File: src/hw/rtl/ede_pkg.sv
`timescale 1ns / 1ps
`default_nettype none
// ----------------------------------------------------------------------------
// Edit distance engine package
// Shared sizes, input mode codes, controller states and the cell control
// bundle for the edit distance engine.
// ----------------------------------------------------------------------------
package ede_pkg;

	localparam int MAX_LEN = 32;
	localparam int CNT_W   = $clog2(MAX_LEN + 1);
	localparam int ADDR_W  = (MAX_LEN > 1) ? $clog2(MAX_LEN) : 1;
	localparam int SYM_W   = 8;
	localparam int DIST_W  = 6;
	localparam int MODE_W  = 2;

	localparam logic [MODE_W-1:0] MODE_FIRST   = 2'd0;
	localparam logic [MODE_W-1:0] MODE_SECOND  = 2'd1;
	localparam logic [MODE_W-1:0] MODE_COMPUTE = 2'd2;

	localparam logic [CNT_W+DIST_W-1:0] DIST_MAX = (CNT_W + DIST_W)'((1 << DIST_W) - 1);

	typedef enum logic [2:0] {
		ST_IDLE,
		ST_ROW,
		ST_CELL,
		ST_FINISH,
		ST_EMIT
	} state_t;

	// Control for one cell issue: the row and column being read this cycle.
	typedef struct packed {
		logic             issue;
		logic             init;
		logic             first_row;
		logic [CNT_W-1:0] row;
		logic [CNT_W-1:0] col;
	} cell_ctl_t;

	function automatic logic [DIST_W-1:0] sat_dist(input logic [CNT_W-1:0] v);
		logic [CNT_W+DIST_W-1:0] w;
		w = {{DIST_W{1'b0}}, v};
		if (w > DIST_MAX)
			return DIST_MAX[DIST_W-1:0];
		return w[DIST_W-1:0];
	endfunction

endpackage
`default_nettype wire

File: src/hw/rtl/ede_ram.sv
`timescale 1ns / 1ps
`default_nettype none
// ----------------------------------------------------------------------------
// Generic RAM
// One write port and one read port; the read data is registered and holds
// its value until the next read.
// ----------------------------------------------------------------------------
module ede_ram #(
	parameter int WIDTH = 8,
	parameter int DEPTH = 32
) (
	input  wire logic                                      clk,
	input  wire logic                                      we,
	input  wire logic [((DEPTH > 1) ? $clog2(DEPTH) : 1)-1:0] waddr,
	input  wire logic [WIDTH-1:0]                          wdata,
	input  wire logic                                      re,
	input  wire logic [((DEPTH > 1) ? $clog2(DEPTH) : 1)-1:0] raddr,
	output logic      [WIDTH-1:0]                          rdata
);

	logic [WIDTH-1:0] mem_q [DEPTH];

	always_ff @(posedge clk) begin
		if (we)
			mem_q[waddr] <= wdata;
		if (re)
			rdata <= mem_q[raddr];
	end

endmodule
`default_nettype wire

File: src/hw/rtl/ede_cell.sv
`timescale 1ns / 1ps
`default_nettype none
// ----------------------------------------------------------------------------
// Edit distance cost cell
// Takes the registered cost row entry and the two registered symbols,
// forms the minimum of the three edit paths and writes it back.
// ----------------------------------------------------------------------------
module ede_cell (
	input  wire logic                       clk,
	input  wire logic                       arst_n,
	input  wire ede_pkg::cell_ctl_t         ctl,
	input  wire logic [ede_pkg::SYM_W-1:0]  sym_a,
	input  wire logic [ede_pkg::SYM_W-1:0]  sym_b,
	input  wire logic [ede_pkg::CNT_W-1:0]  up_rd,
	output logic                            wr_en,
	output logic [ede_pkg::ADDR_W-1:0]      wr_addr,
	output logic [ede_pkg::CNT_W-1:0]       cell_value
);

	logic                        valid_s1;
	logic                        first_row_s1;
	logic [ede_pkg::CNT_W-1:0]   col_s1;
	logic [ede_pkg::CNT_W-1:0]   diag_q;
	logic [ede_pkg::CNT_W-1:0]   left_q;
	logic [ede_pkg::CNT_W-1:0]   up;
	logic [ede_pkg::CNT_W-1:0]   col_m1;
	logic [ede_pkg::CNT_W:0]     up_p1;
	logic [ede_pkg::CNT_W:0]     left_p1;
	logic [ede_pkg::CNT_W:0]     sub;
	logic [ede_pkg::CNT_W:0]     best;

	always_ff @(posedge clk or negedge arst_n) begin
		if (!arst_n) begin
			valid_s1 <= 1'b0;
		end else begin
			valid_s1 <= ctl.issue;
		end
	end

	always_ff @(posedge clk) begin
		first_row_s1 <= ctl.first_row;
		col_s1       <= ctl.col;
		// The start of a row never coincides with a cell in flight.
		if (ctl.init) begin
			diag_q <= ctl.row - ede_pkg::CNT_W'(1);
			left_q <= ctl.row;
		end else if (valid_s1) begin
			diag_q <= up;
			left_q <= cell_value;
		end
	end

	always_comb begin
		// The memory read is ignored on the first row: its entries equal the column.
		up      = first_row_s1 ? col_s1 : up_rd;
		up_p1   = {1'b0, up} + (ede_pkg::CNT_W + 1)'(1);
		left_p1 = {1'b0, left_q} + (ede_pkg::CNT_W + 1)'(1);
		sub     = {1'b0, diag_q} + (ede_pkg::CNT_W + 1)'(sym_a != sym_b);
		best    = (up_p1 < left_p1) ? up_p1 : left_p1;
		if (sub < best)
			best = sub;
		cell_value = best[ede_pkg::CNT_W-1:0];
		col_m1     = col_s1 - ede_pkg::CNT_W'(1);
		wr_addr    = col_m1[ede_pkg::ADDR_W-1:0];
		wr_en      = valid_s1;
	end

endmodule
`default_nettype wire

File: src/hw/rtl/edit_distance_engine_top.sv
`timescale 1ns / 1ps
`default_nettype none
// ----------------------------------------------------------------------------
// Edit distance engine
// Loads two byte strings symbol by symbol and returns their Levenshtein
// distance from a single cost row held in RAM.
//
//   Channel  Direction  Signals                         Content
//   in       input      in_valid, in_ready, mode, symbol  load or compute command
//   out      output     out_valid, out_ready, distance, overflow  one result per compute
//
// A load is taken in ST_IDLE and leaves the engine idle. A compute with both
// lengths non-zero serves one cell per cycle in ST_CELL from the cost row
// RAM, with a ST_ROW step per row to fetch the first-string symbol, then
// ST_FINISH and ST_EMIT; with an empty string it goes straight to ST_EMIT.
// Reset clears the lengths, the dropped flag and the output valid flag; no clearing pass.
// Loads are taken while a result waits; a compute waits in its last state
// until the output register is free.
// ----------------------------------------------------------------------------
module edit_distance_engine_top (
	input  wire logic                        clk,
	input  wire logic                        arst_n,
	input  wire logic                        in_valid,
	output logic                             in_ready,
	input  wire logic [ede_pkg::MODE_W-1:0]  mode,
	input  wire logic [ede_pkg::SYM_W-1:0]   symbol,
	output logic                             out_valid,
	input  wire logic                        out_ready,
	output logic [ede_pkg::DIST_W-1:0]       distance,
	output logic                             overflow
);

	ede_pkg::state_t            state_q, state_d;
	logic [ede_pkg::CNT_W-1:0]  len1_q, len2_q;
	logic [ede_pkg::CNT_W-1:0]  row_q, row_d;
	logic [ede_pkg::CNT_W-1:0]  col_q, col_d;
	logic [ede_pkg::CNT_W-1:0]  res_q, res_d;
	logic                       drop_q;
	logic                       out_valid_q;
	logic [ede_pkg::DIST_W-1:0] distance_q;
	logic                       overflow_q;

	logic                       in_fire;
	logic                       load1, load2, drop_set;
	logic                       emit_go;
	ede_pkg::cell_ctl_t         ctl;
	logic [ede_pkg::CNT_W-1:0]  row_m1, col_m1;
	logic [ede_pkg::SYM_W-1:0]  sym_a, sym_b;
	logic [ede_pkg::CNT_W-1:0]  up_rd, cell_value;
	logic                       cost_we;
	logic [ede_pkg::ADDR_W-1:0] cost_waddr;
	logic                       fs_re;

	assign in_ready  = (state_q == ede_pkg::ST_IDLE);
	assign in_fire   = in_valid && in_ready;
	assign out_valid = out_valid_q;
	assign distance  = distance_q;
	assign overflow  = overflow_q;
	assign row_m1    = row_q - ede_pkg::CNT_W'(1);
	assign col_m1    = col_q - ede_pkg::CNT_W'(1);

	always_comb begin
		state_d  = state_q;
		row_d    = row_q;
		col_d    = col_q;
		res_d    = res_q;
		load1    = 1'b0;
		load2    = 1'b0;
		drop_set = 1'b0;
		emit_go  = 1'b0;
		fs_re    = 1'b0;
		ctl      = '0;
		ctl.row       = row_q;
		ctl.col       = col_q;
		ctl.first_row = (row_q == ede_pkg::CNT_W'(1));
		unique case (state_q)
			ede_pkg::ST_IDLE: begin
				if (in_fire) begin
					if (mode == ede_pkg::MODE_FIRST) begin
						if (len1_q < ede_pkg::CNT_W'(ede_pkg::MAX_LEN))
							load1 = 1'b1;
						else
							drop_set = 1'b1;
					end else if (mode == ede_pkg::MODE_SECOND) begin
						if (len2_q < ede_pkg::CNT_W'(ede_pkg::MAX_LEN))
							load2 = 1'b1;
						else
							drop_set = 1'b1;
					end else if (mode == ede_pkg::MODE_COMPUTE) begin
						// An empty string gives the other string's length at once.
						if (len1_q == '0) begin
							res_d   = len2_q;
							state_d = ede_pkg::ST_EMIT;
						end else if (len2_q == '0) begin
							res_d   = len1_q;
							state_d = ede_pkg::ST_EMIT;
						end else begin
							row_d   = ede_pkg::CNT_W'(1);
							state_d = ede_pkg::ST_ROW;
						end
					end
				end
			end
			ede_pkg::ST_ROW: begin
				fs_re   = 1'b1;
				col_d   = ede_pkg::CNT_W'(1);
				state_d = ede_pkg::ST_CELL;
			end
			ede_pkg::ST_CELL: begin
				ctl.issue = 1'b1;
				ctl.init  = (col_q == ede_pkg::CNT_W'(1));
				col_d     = col_q + ede_pkg::CNT_W'(1);
				if (col_q == len2_q) begin
					if (row_q == len1_q) begin
						state_d = ede_pkg::ST_FINISH;
					end else begin
						row_d   = row_q + ede_pkg::CNT_W'(1);
						state_d = ede_pkg::ST_ROW;
					end
				end
			end
			ede_pkg::ST_FINISH: begin
				res_d   = cell_value;
				state_d = ede_pkg::ST_EMIT;
			end
			ede_pkg::ST_EMIT: begin
				if (!out_valid_q || out_ready) begin
					emit_go = 1'b1;
					state_d = ede_pkg::ST_IDLE;
				end
			end
			default: state_d = ede_pkg::ST_IDLE;
		endcase
	end

	always_ff @(posedge clk or negedge arst_n) begin
		if (!arst_n) begin
			state_q     <= ede_pkg::ST_IDLE;
			len1_q      <= '0;
			len2_q      <= '0;
			drop_q      <= 1'b0;
			out_valid_q <= 1'b0;
		end else begin
			state_q <= state_d;
			if (emit_go) begin
				len1_q <= '0;
				len2_q <= '0;
				drop_q <= 1'b0;
			end else begin
				if (load1)
					len1_q <= len1_q + ede_pkg::CNT_W'(1);
				if (load2)
					len2_q <= len2_q + ede_pkg::CNT_W'(1);
				if (drop_set)
					drop_q <= 1'b1;
			end
			if (emit_go)
				out_valid_q <= 1'b1;
			else if (out_ready)
				out_valid_q <= 1'b0;
		end
	end

	always_ff @(posedge clk) begin
		row_q <= row_d;
		col_q <= col_d;
		res_q <= res_d;
		if (emit_go) begin
			distance_q <= ede_pkg::sat_dist(res_q);
			overflow_q <= drop_q;
		end
	end

	ede_ram #(
		.WIDTH(ede_pkg::SYM_W),
		.DEPTH(ede_pkg::MAX_LEN)
	) u_first_ram (
		.clk  (clk),
		.we   (load1),
		.waddr(len1_q[ede_pkg::ADDR_W-1:0]),
		.wdata(symbol),
		.re   (fs_re),
		.raddr(row_m1[ede_pkg::ADDR_W-1:0]),
		.rdata(sym_a)
	);

	ede_ram #(
		.WIDTH(ede_pkg::SYM_W),
		.DEPTH(ede_pkg::MAX_LEN)
	) u_second_ram (
		.clk  (clk),
		.we   (load2),
		.waddr(len2_q[ede_pkg::ADDR_W-1:0]),
		.wdata(symbol),
		.re   (ctl.issue),
		.raddr(col_m1[ede_pkg::ADDR_W-1:0]),
		.rdata(sym_b)
	);

	// Entry j of the cost row lives at address j - 1; column zero is implied.
	ede_ram #(
		.WIDTH(ede_pkg::CNT_W),
		.DEPTH(ede_pkg::MAX_LEN)
	) u_cost_ram (
		.clk  (clk),
		.we   (cost_we),
		.waddr(cost_waddr),
		.wdata(cell_value),
		.re   (ctl.issue),
		.raddr(col_m1[ede_pkg::ADDR_W-1:0]),
		.rdata(up_rd)
	);

	ede_cell u_cell (
		.clk       (clk),
		.arst_n    (arst_n),
		.ctl       (ctl),
		.sym_a     (sym_a),
		.sym_b     (sym_b),
		.up_rd     (up_rd),
		.wr_en     (cost_we),
		.wr_addr   (cost_waddr),
		.cell_value(cell_value)
	);

endmodule
`default_nettype wire

File: config.mk
export PLATFORM = sky130hd
export DESIGN_NAME = edit_distance_engine_top
export DESIGN_NICKNAME = d
export VERILOG_FILES = /design/src/hw/rtl/ede_pkg.sv /design/src/hw/rtl/ede_ram.sv /design/src/hw/rtl/ede_cell.sv /design/src/hw/rtl/edit_distance_engine_top.sv
export SDC_FILE = /design/constraint.sdc
export NUM_CORES = 1
export LEC_CHECK = 0
export ABC_AREA = 1
export ABC_CLOCK_PERIOD_IN_PS = 5500
export BUFFER_PORTS_ARGS = -buffer_cell sky130_fd_sc_hd__clkbuf_2
export CAP_MARGIN = 30
export CORE_MARGIN = 8
export CORE_UTILIZATION = 50
export DETAILED_ROUTE_END_ITERATION = 7
export PLACE_DENSITY = 0.72
export SLEW_MARGIN = 15
export SYNTH_ARGS = -nofsm -noshare
export SYNTH_HDL_FRONTEND = slang
export SYNTH_SLANG_ARGS = --single-unit
File: constraint.sdc
create_clock -name clk -period 5.5 [get_ports clk]
set_clock_uncertainty 0.05 [all_clocks]
set_input_delay 0.275 -clock clk [delete_from_list [all_inputs] [get_ports clk]]
set_output_delay 0.275 -clock clk [all_outputs]
set_load 0.05 [all_outputs]
# Word level (Yosys, flattened, before mapping)
# Memory sizes are Yosys's and may differ from the RTL's. A register that Yosys moved wholly into a read port is not among the register bits.
# Index checks and enable logic that the tools add are counted.
[word_totals] mem_count=3 elab_cells=138 output_inout_bits=9 mem_bits_rw=704 input_bits=14 reg_bits=62
[memory_table] memory="u_first_ram.mem_q" depth=32 width=8 read_ports=1 rd_ports_with_merged_regs=1 wr=1 line_no="ede_ram.sv:21" text="logic [WIDTH-1:0] mem_q [DEPTH];"
[memory_table] memory="u_second_ram.mem_q" depth=32 width=8 read_ports=1 rd_ports_with_merged_regs=1 wr=1 line_no="ede_ram.sv:21"
[memory_table] memory="u_cost_ram.mem_q" depth=32 width=6 read_ports=1 rd_ports_with_merged_regs=1 wr=1 line_no="ede_ram.sv:21"
[op_classes] n_reduce_logical=18 n_addsub=10 order_cmp=4 eq_ne=21 mux=67
[ops] op="$mux 6" count=24
[ops] op="$pmux 6 s2" count=3
[ops] op="$mux 1" count=28
[ops] op="$add 6x1->6 const B" count=4
[ops] op="$mux 3" count=8
[ops] op="$reduce_bool 2->1" count=8
[ops] op="$pmux 3 s5" count=1
[ops] op="$add 6x1->7 const B" count=2
[ops] op="$lt 7x7->1" count=2
[ops] op="$ne 2x2->1 const B" count=7
[ops] op="$eq 6x1->1 const B" count=2
[ops] op="$eq 6x6->1" count=2
[ops] op="$logic_not 6->1" count=2
[ops] op="$lt 6x6->1 const B" count=2
[ops] op="$reduce_and 6->1" count=2
[ops] op="$sub 5x1->5 const B" count=2
[ops] op="$reduce_and 9->1" count=1
[ops] op="$ne 8x8->1" count=1
[ops] op="$add 6x1->7" count=1
[ops] op="$mux 7" count=1
[ops] op="$eq 3x2->1 const B" count=2
[ops] op="$sub 6x1->6 const B" count=1
[ops] op="$mux 2" count=2
[ops] op="$ne 2x1->1 const B" count=2
[ops] op="10 further kinds" count=10

# Longest topological paths before layout
# Gate-level depths: netlist (run 1).
[depth] depth_word=8 depth_mapped=25 depth_no_buf=24

# Hierarchy
# Synthesis (run 1) repeated with hierarchy kept, for this count alone.
[unflattened] hier_cells=3075 area_unflattened_um2=34112.7
[by_module_without_submodules] module="ede_ram at u_first_ram ..." area_each_um2=10866.7 instances=2 cells_per_inst=922
[by_module_without_submodules] module="ede_ram at u_cost_ram" area_each_um2=8137.8 instances=1 cells_per_inst=704
[by_module_without_submodules] module="edit_distance_engine_top" area_each_um2=2446.1 instances=1 cells_per_inst=301
[by_module_without_submodules] module="ede_cell" area_each_um2=1795.5 instances=1 cells_per_inst=226

# Worst setup path after synthesis (run 1)
# No wires, ideal clock.
[synth_timing] path_type="register -> register" startpoint="register u_cell.first_row_s1" endpoint="memory u_cost_ram.mem_q[0][0] (netlist bit) (data pin)" t_required_ns=5.166 path_stages_with_launch=21 path_slack_ns=1.198 path_buffers=1 t_arrival_ns=3.968 path_cell_list="dfxtp_1 inv_2 nand2_2 and2_4 ha_1 nand3_1 nor3b_1 ha_1 a21oi_1 o21a_1 nand2_2 buf_2 nand2_1 o21ai_1 ha_1 a21oi_1 nor2_1 a211oi_1 nand2_4 nand2_2 and2_1"
[synth_between] elab_chain_len=6
[synth_rtl] element="from (decl)" line_no="ede_cell.sv:21" text="logic first_row_s1;"
[synth_rtl] element="from (signal assigned)" line_no="ede_cell.sv:41" text="first_row_s1 <= ctl.first_row;"
[synth_rtl] element="$mux 6 *" line_no="ede_cell.sv:55" text="up = first_row_s1 ? col_s1 : up_rd;"
[synth_rtl] element="$add 6x1->7 *" line_no="ede_cell.sv:56" text="up_p1 = {1'b0, up} + (ede_pkg::CNT_W + 1)'(1);"
[synth_rtl] element="$lt 7x7->1" line_no="ede_cell.sv:59" text="best = (up_p1 < left_p1) ? up_p1 : left_p1;"
[synth_rtl] element="$mux 7 *" line_no="ede_cell.sv:59"
[synth_rtl] element="$lt 7x7->1" line_no="ede_cell.sv:60" text="if (sub < best)"
[synth_rtl] element="$mux 6 *" line_no="ede_cell.sv:60"
[synth_rtl] element="net cell_value, one bit" line_no="edit_distance_engine_top.sv:49" text="logic [ede_pkg::CNT_W-1:0] up_rd, cell_value;"
[synth_rtl] element="to (decl)" line_no="ede_ram.sv:21"
# Mark *: on every way through the listed nets, which the timed path passes. The rest lies on a longest branch.

# Final worst setup path (run 1)
[layout_timing] startpoint="register u_cell.first_row_s1" endpoint="memory u_cost_ram.mem_q[15][4] (netlist bit) (data pin)"
# Same word-level chain as after synthesis.

==> flow_metrics.tcl, run 1 <==
set metrics [dict create \
    die-area_um2 73420 \
    hold_depth 5 \
    postSynthCellCount 2564 \
    ys_warn_count 0 \
    period_share 0.7910 \
    grt-ovfl-total 0 \
    grt_use_total 0.2043 \
    hold_viol 0 \
    syn_to_final_growth_pct 11.45 \
    synth_edf_count 763 \
    antennaDiodeCount 0 \
    first_pass_iters 6 \
    slew_headroom 0.3425 \
    nNetsFinal 2607 \
    synth_cell_types 51 \
    vias_per_cell 6.036 \
    ir_drop_mv 0.2813 \
    r2r-end "u_cost_ram.mem_q[15][4]" \
    cts_tree "done" \
    reg2reg_slack_ns 1.15 \
    core_area_um2 64350 \
    r2r-start "u_cell.first_row_s1" \
    finalMaxSlewViolations 0 \
    min-delay-start "in_valid" \
    drt-initial-drc-count 2630 \
    ios 23 \
    grt_antenna_before_repair 0 \
    synth.net_count 2608 \
    clock_sinks 788 \
    initial_core_util 0.5051 \
    synth_top_flop_cell "edfxtp_1" \
    grt_pass1_vias 20558 \
    ant_nets 0 \
    cts_root_buf "clkbuf_16" \
    grtUsageMet3 0.03220 \
    clock_latency_ns 0.64 \
    crit_path_start_kind "flip-flop" \
    cts.clk_slew.worst_paths_ns 0.06 \
    rsz0062_at_grt "false" \
    yosys.area.top_type_share 0.7050 \
    final_util 0.5629 \
    grt_pass1_wl_um 118700 \
    met2_usage 0.3300 \
    drive_gt1_frac 0.08571 \
    postSynthAreaPerCell_um2 12.68 \
    path_class "flip-flop to flip-flop" \
    grt-busiest-layer "met2" \
    grt_max_degree 230 \
    numPortBuffers 22 \
    synth_common_cells "763 x edfxtp_1, 519 x nor2_1, 395 x o21ai_0" \
    numCtsBuffers 80 \
    fmaxAchievable_mhz 229.9 \
    die_h_um 271.0 \
    cp_data_arrival_time_ns 4.77 \
    synth-seq-cells 788 \
    h-tree-depth 3 \
    dp_hpwl_um 44980 \
    route.detailed.drc 0 \
    clock_path_buffers 3 \
    rr_worst_depth 19 \
    worst_pin_slew_ns 0.9862 \
    synth_most_common_cell "edfxtp_1" \
    post_drt_wl_per_cell_um 22.19 \
    die_w_um 271.0 \
    status "finished, final reports clean" \
    place_congestion 0.8804 \
    endpoint_kind "flip-flop" \
    cap_violations 0 \
    leakage_uw 0.01174 \
    tns_ns 0 \
    synthArstFlopShare 0.02284 \
    hp-class "input pin to flip-flop" \
    num_vias 21004 \
    worstHoldEndpoint "drop_q" \
    ctsResizeCount 0 \
    path_max_fanout 23 \
    required_ns 5.92 \
    synth_top_area_cell "edfxtp_1" \
    synth_area_leaders "edfxtp_1 70%, o21ai_0 6.1%, nor2_1 6.0%" \
    synth_area_um2 32500 \
    met1_usage 0.2766 \
    setup_viol 0 \
    routed_wl_um 77220 \
    power_density_nw_per_um2 421.2 \
    num_rows 93 \
    min_period_ns 4.351 \
    yosysSeqAreaShare 0.7231 \
]
## power breakdown
group | internal, µW | leakage (µW) | switching [µW]
clock | 3200 | 0.00132 | 2320
sequential | 7040 | 0.00716 | 101
combinational | 702 | 0.00326 | 1890
total | 10900 | 0.0117 | 4310
## critical path, stage by stage (launching register included)
cell	delay [ns]
dfxtp_1	0.44
inv_2	0.11
o21ai_2	0.21
ha_1	0.22
nand3_1	0.12
nor3b_1	0.30
ha_1	0.31
a21oi_1	0.16
o21a_1	0.18
nand2_2	0.18
o21ai_1	0.26
ha_1	0.28
a21oi_1	0.13
nor2_1	0.06
a211oi_1	0.17
buf_4	0.20
nand2_4	0.10
nand2_2	0.08
and2_1	0.38
buf_8	0.23
## cell families (layout without fill, tap and decap cells)
group / after synthesis / count (layout) / share of synthesized area
flops: 788 / 788 / 0.7231
simple gates: 782 / 782 / 0.09836
mux: 2 / 2 / 0.0006160
buf+inv: 235 / 296 / 0.02953
xor+xnor: 32 / 32 / 0.009894
compound gates: 695 / 695 / 0.1269
fa+ha+maj: 30 / 30 / 0.01155
## layout make-up
type,count,area [µm²]
clock buffers,105,2208
clock inverters,39,511.7
fillers,5034,28130
inverters,81,310.3
multi-input cells,1541,8053
flip-flops and latches,788,23500
well taps,855,1070
repair buffers,71,565.5
## metal layers
layer / up-vias / routed length [µm]
li1: 9518 / -
met1: 10302 / 31670
met2: 1017 / 37190
met3: 167 / 5741
met4: 0 / 2629
met5: - / 0
## cell usage in the layout (no fill, tap or decap), drive strengths merged, types with 2 or more instances in the layout
cell         synthesis  layout
inv                 79      81
nor3                18      18
mux2i                2       2
nand2              150     150
nand4                4       4
edfxtp             763     763
dfxtp                7       7
ha                  30      30
xor2                21      21
buf                 47      44
nor2               520     520
a21oi               24      24
nand3               73      73
o22ai               89      89
dfrtp               18      18
o21ai              413     413
clkinv               2      31
o221ai              87      87
bufinv               0       7
nor4                 2       2
xnor2               11      11
o211ai              56      56
nand3b               4       4
o21a                 2       2
clkbuf             107     128
a31oi               16      16
a2111oi              3       3
dlygate4sd3          0       4
a211oi               5       5
and2                 7       7
## flip-flops by register name, indices dropped and copies added, names as in the netlist
signal               count
len1_q                   6
u_cost_ram.mem_q       192
row_q                    6
u_cell.diag_q            6
u_first_ram.rdata        8
out_valid                1
res_q                    6
u_first_ram.mem_q      256
u_cell.col_s1            6
u_cell.first_row_s1      1
u_cell.left_q            6
col_q                    6
overflow                 1
u_second_ram.rdata       8
drop_q                   1
len2_q                   6
u_cell.wr_en             1
u_cost_ram.rdata         6
state_q                  3
u_second_ram.mem_q     256
distance                 6
## timing repair
action / CTS / global route
hold endpoints to repair: 20 / 0
setup buffers: 0 / 0
hold buffers: 4 / 0
## metrics by stage
| stage | hold WS (ns) | instances | setup slack, ns | power, µW | instance area (µm²) |
|---|---|---|---|---|---|
| after floorplan | -0.07059 | 2564 | 1.198 | 8863 | 32500 |
| after global placement | 0.2179 | 3318 | 0.8503 | 9665 | 33300 |
| after detailed placement | 0.2207 | 3323 | 0.7666 | 9761 | 33350 |
| after CTS | 0.01116 | 3471 | 0.7215 | 15240 | 36110 |
| after global routing | 0.06587 | 3480 | 0.7960 | 15770 | 36220 |
| final | 0.05018 | 3480 | 1.149 | 15260 | 36220 |
## worst max-delay path by stage
| stage | slack (ns) | startpoint | to |
|---|---|---|---|
| 5_1_grt | 0.80 | u_cell.first_row_s1 | u_cost_ram.mem_q[11][5] |
| 3_3_place_gp | 0.85 | u_cell.first_row_s1 | u_cost_ram.mem_q[7][4] |
| 2_1_floorplan | 1.20 | u_cell.first_row_s1 | u_cost_ram.mem_q[0][0] |
| 6_report | 1.15 | u_cell.first_row_s1 | u_cost_ram.mem_q[15][4] |
| 3_5_place_dp | 0.77 | u_cell.first_row_s1 | u_cost_ram.mem_q[15][1] |
| 4_1_cts | 0.72 | u_cell.first_row_s1 | u_cost_ram.mem_q[9][1] |
(Power assumes the default switching activity.)
==> run 2, diff against run 1 <==
ABC_AREA = 0   (was 1)
ABC_CLOCK_PERIOD_IN_PS = 4260   (was 5500)
clock period = 4.26 ns   (was 5.5 ns; I/O delays follow)
==> run 2 against run 1 <==
Synthesized cell count down 39%. Sequential share of layout area about the same. Sequential power up 18%. Final cell count down 26%. Core utilization up 1.3 points. Critical path type unchanged. Critical endpoint is now u_cost_ram.mem_q[5][2].
==> flow_metrics.tcl, run 2 <==
set metrics [dict create \
    status "finished, final reports clean" \
    power_density_nw_per_um2 416.3 \
    grt_max_degree 66 \
    dp_hpwl_um 40100 \
    rsz0062_at_grt "true" \
    vias_per_cell 5.926 \
    cts_tree "done" \
    crit_path_start_kind "flip-flop" \
    numPortBuffers 22 \
    routed_wl_um 65140 \
    synth_most_common_cell "edfxtp_1" \
    cap_violations 0 \
    grt_use_total 0.1838 \
    grt_antenna_before_repair 1 \
    final_common_cell "edfxtp_1" \
    cts.clk_slew.worst_paths_ns 0.06 \
    core_area_um2 62970 \
    period_share 0.9965 \
    drt-initial-drc-count 1558 \
    synth_common_cells "763 x edfxtp_1, 220 x mux4_2, 148 x nor2_1" \
    synth_edf_count 763 \
    clock_path_buffers 3 \
    endpoint_kind "flip-flop" \
    h-tree-depth 3 \
    worst_pin_slew_ns 0.9611 \
    synth_area_leaders "edfxtp_1 72%, mux4_2 16%, nor2_1 1.7%" \
    antennaDiodeCount 0 \
    syn_to_final_growth_pct 14.01 \
    finalMaxSlewViolations 0 \
    grt-ovfl-total 0 \
    final_util 0.5757 \
    place_congestion 0.8469 \
    fillers 4493 \
    hold_viol 0 \
    grt_pass1_vias 15653 \
    post_drt_wl_per_cell_um 25.15 \
    num_rows 92 \
    layout_common_cells "763 x edfxtp_1, 220 x mux4_2, 148 x nor2_1" \
    cts_root_buf "clkbuf_16" \
    cp_slowest_cell "edfxtp_1" \
    synth_area_um2 31800 \
    ir_drop_mv 0.2802 \
    die-area_um2 71920 \
    synth.net_count 1605 \
    die_h_um 268.2 \
    ios 23 \
    hp-class "input pin to flip-flop" \
    initial_core_util 0.5050 \
    min_period_ns 4.245 \
    postSynthAreaPerCell_um2 20.37 \
    yosysSeqAreaShare 0.7391 \
    first_pass_iters 6 \
    synth_top_flop_cell "edfxtp_1" \
    setup_viol 0 \
    path_max_fanout 32 \
    ys_warn_count 0 \
    drive_gt1_frac 0.3016 \
    clock_latency_ns 0.64 \
    grt_pass1_wl_um 98640 \
    fmaxAchievable_mhz 235.6 \
    leakage_uw 0.01152 \
    num_vias 15349 \
    route.detailed.drc 0 \
    path_class "flip-flop to flip-flop" \
    slew_headroom 0.3593 \
    synth-seq-cells 788 \
    worstPathCellList "ha_1, and3_1, xnor2_1, ha_4, a21oi_1, o21ai_1, nor2_4, mux2_4, ha_4, a21o_1, a211oi_2, buf_4, a31oi_4, buf_6, mux2_4, clkinvlp_4, buf_12" \
    nNetsFinal 1728 \
    ant_nets 0 \
    layout.cells.non_filler 2590 \
    required_ns 4.56 \
    synth_top_area_cell "edfxtp_1" \
    yosys.area.top_type_share 0.7206 \
    numCtsBuffers 78 \
    power.total_uw 15090 \
    largestRegisters "u_first_ram.mem_q: 256 flops, u_second_ram.mem_q: 256 flops, u_cost_ram.mem_q: 192 flops" \
    die_w_um 268.2 \
    cp_data_arrival_time_ns 4.55 \
    slowest_delay_ns 0.42 \
    postSynthCellCount 1561 \
    dpl.cell_count 2435 \
    clock_sinks 788 \
    synthArstFlopShare 0.02284 \
    synth_cell_types 52 \
]
## run 2: path summary, 6_finish.rpt
kind	slack, ns	start	cells after the start	endpoint
max in group asynchronous	3.71	arst_n	2	len2_q[4]
setup / recovery	0.01	u_cell.left_q[1]	17	u_cost_ram.mem_q[5][2]
hold reg to reg	0.38	res_q[4]	0	distance[4]
hold / removal	0.04	mode[0]	5	drop_q
min in group asynchronous	0.10	arst_n	2	len1_q[0]
setup reg to reg	0.01	u_cell.left_q[1]	17	u_cost_ram.mem_q[5][2]
## run 2: kinds of logic (layout without fill, tap and decap cells)
family	Yosys count	count (layout)	share of synthesized area
xor+xnor	55	55	0.01539
fa+ha+maj	30	30	0.01180
mux	266	266	0.1717
buf+inv	99	282	0.01232
compound gates	47	47	0.01011
simple gates	276	276	0.03951
flops	788	788	0.7391
## run 2: report_power, final
| group | switching [µW] | total [µW] | internal (µW) |
|---|---|---|---|
| clock | 2890 | 6540 | 3650 |
| sequential | 0.0000000000000520 | 8450 | 8450 |
| combinational | 88.4 | 99.4 | 11.0 |
## run 2: worst max-delay path: cells and delay by family, from the launching register on
| family | cells | cell delay [ns] |
|---|---|---|
| flops | 1 | 0.42 |
| buf+inv | 4 | 0.58 |
| fa+ha+maj | 3 | 0.73 |
| xor+xnor | 1 | 0.31 |
| compound gates | 5 | 0.76 |
| simple gates | 2 | 0.50 |
| mux | 2 | 0.58 |
## run 2: metal layers
layer,share of wire,global-route usage,vias to the layer above
met3,0.074,0.03751,110
met2,0.48,0.2886,594
met5,0,0,-
met1,0.42,0.2617,8065
met4,0.023,0.05411,0
li1,-,-,6580
## run 2: final cells by class
cell class | count | area [µm²] | area share
flip-flops and latches | 788 | 23510 | 0.6484
multi-input cells | 674 | 8149 | 0.2248
clock buffers | 91 | 2001 | 0.05519
well taps | 846 | 1059 | 0.02920
repair buffers | 117 | 991.0 | 0.02733
clock inverters | 49 | 441.7 | 0.01218
inverters | 25 | 105.1 | 0.002899
## run 2: timing repair
item	CTS	global route
endpoints found under the hold margin	19	0
pin swaps	6	8
resized for setup	8	22
hold buffers	2	0
gates cloned	0	0
setup buffers	6	6
setup endpoints to repair	103	204
## run 2: metrics by stage
stage / cell area (µm²) / worst slack (ns) / setup TNS, ns / hold slack, ns
CTS: 36120 / 0.0004228 / 0 / 0.009605
floorplan: 31930 / 0.002641 / 0 / -0.1326
global placement: 33570 / 0.05268 / 0 / 0.1358
global route: 36250 / -0.1182 / -11.56 / 0.07214
detailed placement: 33590 / -0.05671 / -5.105 / 0.1402
finish: 36250 / 0.01478 / 0 / 0.03713
